===== src/hw/rtl/mstb_pkg.sv =====
// Shared constants for the millisecond timer bank.
package mstb_pkg;

  localparam int NUM_TIMERS = 3;

  localparam int MODE_W  = 3;
  localparam int TIMER_W = 2;
  localparam int TIME_W  = 16;

  localparam logic [TIME_W-1:0]  MS_TOP_RESET = TIME_W'(11999);
  localparam logic [TIMER_W-1:0] TIMER_NONE   = TIMER_W'(NUM_TIMERS);

  localparam logic [MODE_W-1:0] MODE_TICK    = 3'd0;
  localparam logic [MODE_W-1:0] MODE_INIT    = 3'd1;
  localparam logic [MODE_W-1:0] MODE_DEINIT  = 3'd2;
  localparam logic [MODE_W-1:0] MODE_START   = 3'd3;
  localparam logic [MODE_W-1:0] MODE_STOP    = 3'd4;
  localparam logic [MODE_W-1:0] MODE_TOGGLE  = 3'd5;
  localparam logic [MODE_W-1:0] MODE_ELAPSED = 3'd6;
  localparam logic [MODE_W-1:0] MODE_RUNNING = 3'd7;

  typedef logic [TIME_W-1:0] time_val_t;

endpackage


===== src/hw/rtl/millisecond_timer_bank.sv =====
// Bank of millisecond timers with timeouts, driven by tick and command transfers.
//
//   channel  handshake             payload
//   in       in_valid / in_ready   mode, timer_select, timeout_value
//   out      out_valid / out_ready assigned_timer, answer_flag, accepted
//   cfg      cfg_valid / cfg_ready cfg_data (ms_top_value)
//
// One item per cycle: each transfer updates the timer state and loads the result
// register in the cycle it is accepted; the result shows in the next cycle.
// in_ready is high whenever the result register is empty or being drained.
// A stalled out channel holds the result and blocks new input until it is taken.
// Synchronous reset clears all timers and sets ms_top_value to 11999.
module millisecond_timer_bank (
  input  logic                         clk,
  input  logic                         rst,
  input  logic                         in_valid,
  output logic                         in_ready,
  input  logic [mstb_pkg::MODE_W-1:0]  mode,
  input  logic [mstb_pkg::TIMER_W-1:0] timer_select,
  input  logic [mstb_pkg::TIME_W-1:0]  timeout_value,
  output logic                         out_valid,
  input  logic                         out_ready,
  output logic [mstb_pkg::TIMER_W-1:0] assigned_timer,
  output logic                         answer_flag,
  output logic                         accepted,
  input  logic                         cfg_valid,
  output logic                         cfg_ready,
  input  logic [mstb_pkg::TIME_W-1:0]  cfg_data
);

  localparam int N = mstb_pkg::NUM_TIMERS;

  mstb_pkg::time_val_t ms_top;
  logic [N-1:0]        reserved;
  logic [N-1:0]        running;
  mstb_pkg::time_val_t timeout  [N];
  mstb_pkg::time_val_t ms_count [N];
  mstb_pkg::time_val_t prescale [N];

  logic [N-1:0]        reserved_next;
  logic [N-1:0]        running_next;
  mstb_pkg::time_val_t timeout_next  [N];
  mstb_pkg::time_val_t ms_count_next [N];
  mstb_pkg::time_val_t prescale_next [N];

  logic [mstb_pkg::TIMER_W-1:0] res_assigned;
  logic                         res_flag;
  logic                         res_acc;
  logic                         sel_ok;
  logic                         found;
  logic                         in_fire;

  assign cfg_ready = 1'b1;
  assign in_ready  = !out_valid || out_ready;
  assign in_fire   = in_valid && in_ready;

  always_comb begin
    reserved_next = reserved;
    running_next  = running;
    timeout_next  = timeout;
    ms_count_next = ms_count;
    prescale_next = prescale;
    res_assigned  = mstb_pkg::TIMER_NONE;
    res_flag      = 1'b0;
    res_acc       = 1'b0;
    found         = 1'b0;
    sel_ok        = 1'b0;
    if (int'(timer_select) < N) begin
      sel_ok = reserved[timer_select];
    end
    unique case (mode)
      mstb_pkg::MODE_TICK: begin
        res_acc = 1'b1;
        for (int t = 0; t < N; t++) begin
          if (reserved[t] && running[t]) begin
            if (prescale[t] == ms_top) begin
              prescale_next[t] = '0;
              if (ms_count[t] != '1) begin
                ms_count_next[t] = ms_count[t] + 1'b1;
              end
            end else begin
              prescale_next[t] = prescale[t] + 1'b1;
            end
          end
        end
      end
      mstb_pkg::MODE_INIT: begin
        if (timeout_value != '0) begin
          for (int t = 0; t < N; t++) begin
            if (!found && !reserved[t]) begin
              found            = 1'b1;
              reserved_next[t] = 1'b1;
              running_next[t]  = 1'b0;
              timeout_next[t]  = timeout_value;
              ms_count_next[t] = '0;
              prescale_next[t] = '0;
              res_assigned     = mstb_pkg::TIMER_W'(t);
              res_acc          = 1'b1;
            end
          end
        end
      end
      mstb_pkg::MODE_DEINIT: begin
        if (sel_ok) begin
          res_acc                       = 1'b1;
          reserved_next[timer_select]   = 1'b0;
          running_next[timer_select]    = 1'b0;
          timeout_next[timer_select]    = '0;
          ms_count_next[timer_select]   = '0;
          prescale_next[timer_select]   = '0;
        end
      end
      mstb_pkg::MODE_START: begin
        if (sel_ok) begin
          res_acc                     = 1'b1;
          running_next[timer_select]  = 1'b1;
          ms_count_next[timer_select] = '0;
          prescale_next[timer_select] = '0;
        end
      end
      mstb_pkg::MODE_STOP: begin
        if (sel_ok) begin
          res_acc                    = 1'b1;
          running_next[timer_select] = 1'b0;
        end
      end
      mstb_pkg::MODE_TOGGLE: begin
        if (sel_ok) begin
          res_acc = 1'b1;
          if (running[timer_select]) begin
            running_next[timer_select] = 1'b0;
          end else begin
            running_next[timer_select]  = 1'b1;
            ms_count_next[timer_select] = '0;
            prescale_next[timer_select] = '0;
          end
        end
      end
      mstb_pkg::MODE_ELAPSED: begin
        if (sel_ok) begin
          res_acc = 1'b1;
          if (running[timer_select] &&
              timeout[timer_select] <= ms_count[timer_select]) begin
            ms_count_next[timer_select] = '0;
            res_flag                    = 1'b1;
          end
        end
      end
      mstb_pkg::MODE_RUNNING: begin
        if (sel_ok) begin
          res_acc  = 1'b1;
          res_flag = running[timer_select];
        end
      end
    endcase
  end

  always_ff @(posedge clk) begin
    if (rst) begin
      ms_top   <= mstb_pkg::MS_TOP_RESET;
      reserved <= '0;
      running  <= '0;
      for (int t = 0; t < N; t++) begin
        timeout[t]  <= '0;
        ms_count[t] <= '0;
        prescale[t] <= '0;
      end
    end else begin
      if (cfg_valid && cfg_ready) begin
        ms_top <= cfg_data;
      end
      if (in_fire) begin
        reserved <= reserved_next;
        running  <= running_next;
        timeout  <= timeout_next;
        ms_count <= ms_count_next;
        prescale <= prescale_next;
      end
    end
  end

  always_ff @(posedge clk) begin
    if (rst) begin
      out_valid <= 1'b0;
    end else if (in_fire) begin
      out_valid <= 1'b1;
    end else if (out_ready) begin
      out_valid <= 1'b0;
    end
  end

  always_ff @(posedge clk) begin
    if (in_fire) begin
      assigned_timer <= res_assigned;
      answer_flag    <= res_flag;
      accepted       <= res_acc;
    end
  end

`ifndef ASSERT_OFF
  logic [N-1:0] tmo_zero;

  always_comb begin
    for (int t = 0; t < N; t++) begin
      tmo_zero[t] = (timeout[t] == '0);
    end
  end

  a_run_needs_rsv: assert property (@(posedge clk) disable iff (rst)
    (running & ~reserved) == '0)
    else $error("running timer that is not reserved");

  a_rsv_tmo: assert property (@(posedge clk) disable iff (rst)
    (reserved & tmo_zero) == '0 && (~reserved & ~tmo_zero) == '0)
    else $error("timeout does not match reserved state");

  a_fire_result: assert property (@(posedge clk) disable iff (rst)
    in_fire |=> out_valid)
    else $error("accepted item gave no result");

  a_tick_acc: assert property (@(posedge clk) disable iff (rst)
    in_fire && mode == mstb_pkg::MODE_TICK |=> accepted && answer_flag == 1'b0)
    else $error("tick result wrong");

  a_flag_acc: assert property (@(posedge clk) disable iff (rst)
    out_valid && answer_flag |-> accepted)
    else $error("answer without accepted command");
`endif

endmodule


===== config.mk =====
export PLATFORM = sky130hd
export DESIGN_NAME = millisecond_timer_bank
export DESIGN_NICKNAME = d
export VERILOG_FILES = /design/src/hw/rtl/mstb_pkg.sv /design/src/hw/rtl/millisecond_timer_bank.sv
export SDC_FILE = /design/constraint.sdc
export NUM_CORES = 1
export LEC_CHECK = 0
export BUFFER_PORTS_ARGS = -buffer_cell sky130_fd_sc_hd__buf_2
export CORE_MARGIN = 4
export CORE_UTILIZATION = 40
export DETAILED_ROUTE_END_ITERATION = 8
export PLACE_DENSITY_LB_ADDON = 0.1
export SETUP_SLACK_MARGIN = 0.15
export SLEW_MARGIN = 25
export SYNTH_ARGS = -nofsm -noshare
export SYNTH_HDL_FRONTEND = slang
export SYNTH_SLANG_ARGS = --single-unit

===== constraint.sdc =====
create_clock -name clk -period 12.8 [get_ports clk]
set_input_delay 1.92 -clock clk [delete_from_list [all_inputs] [get_ports clk]]
set_output_delay 1.92 -clock clk [all_outputs]
set_load 0.005 [all_outputs]

==> results.ini <==
[cts]
cts_resized=0
cts-buffers-inserted=17
tritoncts=built
clock_latency_ns=0.44
root_buffer=clkbuf_16
path_clk_slew_ns=0.07
postCtsSetupBuffers=0
clock-sinks=171
htreeDepth=4
hold_buffers=0
clock_path_buffers=2

[critical_path]
reg2regPathDepth=12
r2r-start=ms_count[29]$_SDFFE_PP0P_
worstSetupStartpointType=primary input
critPathBufInv=3
r2r_end=ms_count[26]$_SDFFE_PP0P_
worstSetupEndpointType=flop
cp_slowest_stage_delay_ns=0.79
worstPathCellList=buf_2, nor2b_2, buf_4, a21oi_1, ha_1, nand4_1, nor4_1, a2111oi_0, o31a_1, or2_1, buf_4, or4_1, o41ai_2
rrSetupSlack_ns=8.90
critPathTopFamily=simple AND/OR/NAND/NOR gates
worstPathArrival_ns=6.18
worstPathRequired_ns=13.14
crit_top_cell=buf_4
critical_path_class=in2reg
worstPathMaxFanout=42
cpMaxStageDelayCell=or4_1

[layout]
most-common-layout-cells=167 x dfxtp_1, 118 x nor2_1, 110 x nand2_1, 68 x a21oi_1, 54 x o21ai_0
diodes=0
area.growth.synth_to_final_pct=10.5
final_common_cell=dfxtp_1
final_core_util_pct=45.3
fin_nets=1261
drive_gt1_share_pct=8.51

[die]
pin_count=49
start_util_pct=41.0
dieArea_mm2=0.0268
dieWidth_um=164
row_count=56
fp.dieH_um=164
core_mm2=0.0237

[synth]
async_flop_share_pct=0
synth.area.top_cells=dfxtp_1 34%, mux2i_1 5.3%, nor2_1 4.6%, xor2_1 4.6%, nand2_1 4.3%
netlist_area_mm2=0.00971
ys_ff_latch=171
postSynthCellCount=1196
synth_top_cell_by_area=dfxtp_1
ys_seq_area_share_pct=35.7
ys.flop_type=dfxtp_1
synth_nets=1260
netlist.area_leader.share_pct=34.4
synth_cell_types=68
synth-edff-count=4
postSynthAreaPerCell_um2=8.12
yosysWarnings=0

[sta]
hold_viol=0
setup_tns_ns=0
worstMarginPinSlew_ns=0.861
timing.final.crit_share_pct=45.7
finalSetupViolCount=0
rsz0062_at_grt=false
fin_crit_ns=5.85
skew_ns=0.0138
maxSlewHeadroom_pct=42.6
finalMaxSlewViolations=0
max_freq_ghz=0.171

[place]
io_buffers=47
dpl.hpwl_um=19900
place_congestion=0.832

[drt]
drtIter0Drc=904
routed_wl_um=29300
first_pass_iters=7
wire_per_inst_um=19.2
remaining_drc_errors=0
drt-vias-per-instance=5.92
dr_total_vias=9052
ant_nets=0

[pwr]
power_mw=1.18
p_leak_nw=3.85
power-per-cell-area_mw_per_mm2=110
ir_worst_vdd_v=0.0000806

[global_route]
grt_max_degree=68
grt_pass1_wl_um=47800
grt_overflow=0
grt_pass1_vias=8686
track_usage_pct=22.0
grt_antenna_before_repair=0

[status]
status=complete, no violations

[worst_hold_path]
hold_start=timeout[19]$_SDFFE_PP0P_
hp-class=reg2reg
hold_end=timeout[19]$_SDFFE_PP0P_
min_path_cells=1

[run]
maxCapViolCount=0

## power breakdown
part	internal (mW)	total, mW	switching [mW]
Combinational	0.0340	0.111	0.0765
Sequential	0.540	0.549	0.00926
Clock	0.279	0.522	0.243
## how the worst max path moves through the flow
stage / startpoint / end / slack [ns] / cells past startpoint
6_report: timer_select[1] / ms_count[26]$_SDFFE_PP0P_ / 6.95 / 13
5_1_grt: timer_select[1] / ms_count[44]$_SDFFE_PP0P_ / 6.55 / 12
4_1_cts: timer_select[1] / ms_count[44]$_SDFFE_PP0P_ / 7.00 / 12
3_5_place_dp: timer_select[1] / ms_count[44]$_SDFFE_PP0P_ / 6.55 / 12
3_3_place_gp: timer_select[1] / ms_count[26]$_SDFFE_PP0P_ / 6.70 / 13
2_1_floorplan: timer_select[0] / ms_count[23]$_SDFFE_PP0P_ / 7.46 / 15
## routing by layer
metal  vias up  GRT usage (%)  wire (µm)
met3        27           3.04       1130
met4         0           5.49        411
met2       218           37.0      14300
li1       4471              -          -
met1      4336           29.9      13500
met5         -              0          0
## logic make-up after synthesis
family	after synthesis	synth area share [%]
AO/OA/AOI/OAI	334	23.9
other	1	0.0386
XOR/XNOR	52	4.69
flip-flops	171	35.7
adder cells (fa/ha/maj)	22	2.83
multiplexers	51	5.26
AND/OR/NAND/NOR	465	23.7
buffers and inverters	100	3.97
## sequential cells by signal, indices dropped and copies added, names as in the netlist
register        cells
ms_top             16
ms_count           48
assigned_timer      2
timeout            48
prescale           48
reserved            3
running             3
accepted            1
answer_flag         1
out_valid           1
## metrics by stage
stage / hold WS [ns] / worst slack, ns / cells / cell area (µm²)
finish: 0.483 / 6.95 / 1529 / 10700
floorplan: 0.449 / 7.46 / 1196 / 9710
global placement: 0.460 / 6.70 / 1497 / 10100
CTS: 0.485 / 7.00 / 1529 / 10700
detailed placement: 0.464 / 6.55 / 1497 / 10100
global route: 0.492 / 6.55 / 1529 / 10700
## cell type report
cell class	instances	area, µm²
tap	319	399
multi-input combinational	925	5880
fill	2445	13000
sequential	171	3460
clock inverter	13	134
inverter	24	90.1
clock buffer	19	443
timing repair buffer	58	320
## worst register-to-register path, stage by stage (launching register included)
cell       delay [ns]
dfxtp_1          0.51
mux2i_1          0.19
nor2_1           0.15
a21oi_1          0.07
ha_1             0.31
nand4_1          0.17
nor4_1           0.50
a2111oi_0        0.14
o31a_1           0.18
or2_1            0.21
buf_4            0.27
or4_1            0.81
o41ai_2          0.33
## synthesized netlist by cell type (7+ instances only)
library cell / count
a21oi_1: 68
a22o_1: 17
a22oi_1: 36
a311oi_1: 13
a31oi_1: 13
and2_1: 16
and3_1: 24
clkbuf_1: 67
dfxtp_1: 167
ha_1: 22
inv_1: 23
mux2i_1: 51
nand2_1: 110
nand2b_1: 13
nand3_1: 50
nand3b_1: 15
nand4_1: 20
nor2_1: 119
nor2b_1: 14
nor3_1: 22
nor4_1: 28
o21ai_0: 54
o21ai_1: 20
o311ai_1: 27
o31ai_1: 20
o32ai_1: 10
or3_1: 11
or4_1: 7
xor2_1: 51
No activity file was read; power rests on OpenSTA's default activity.
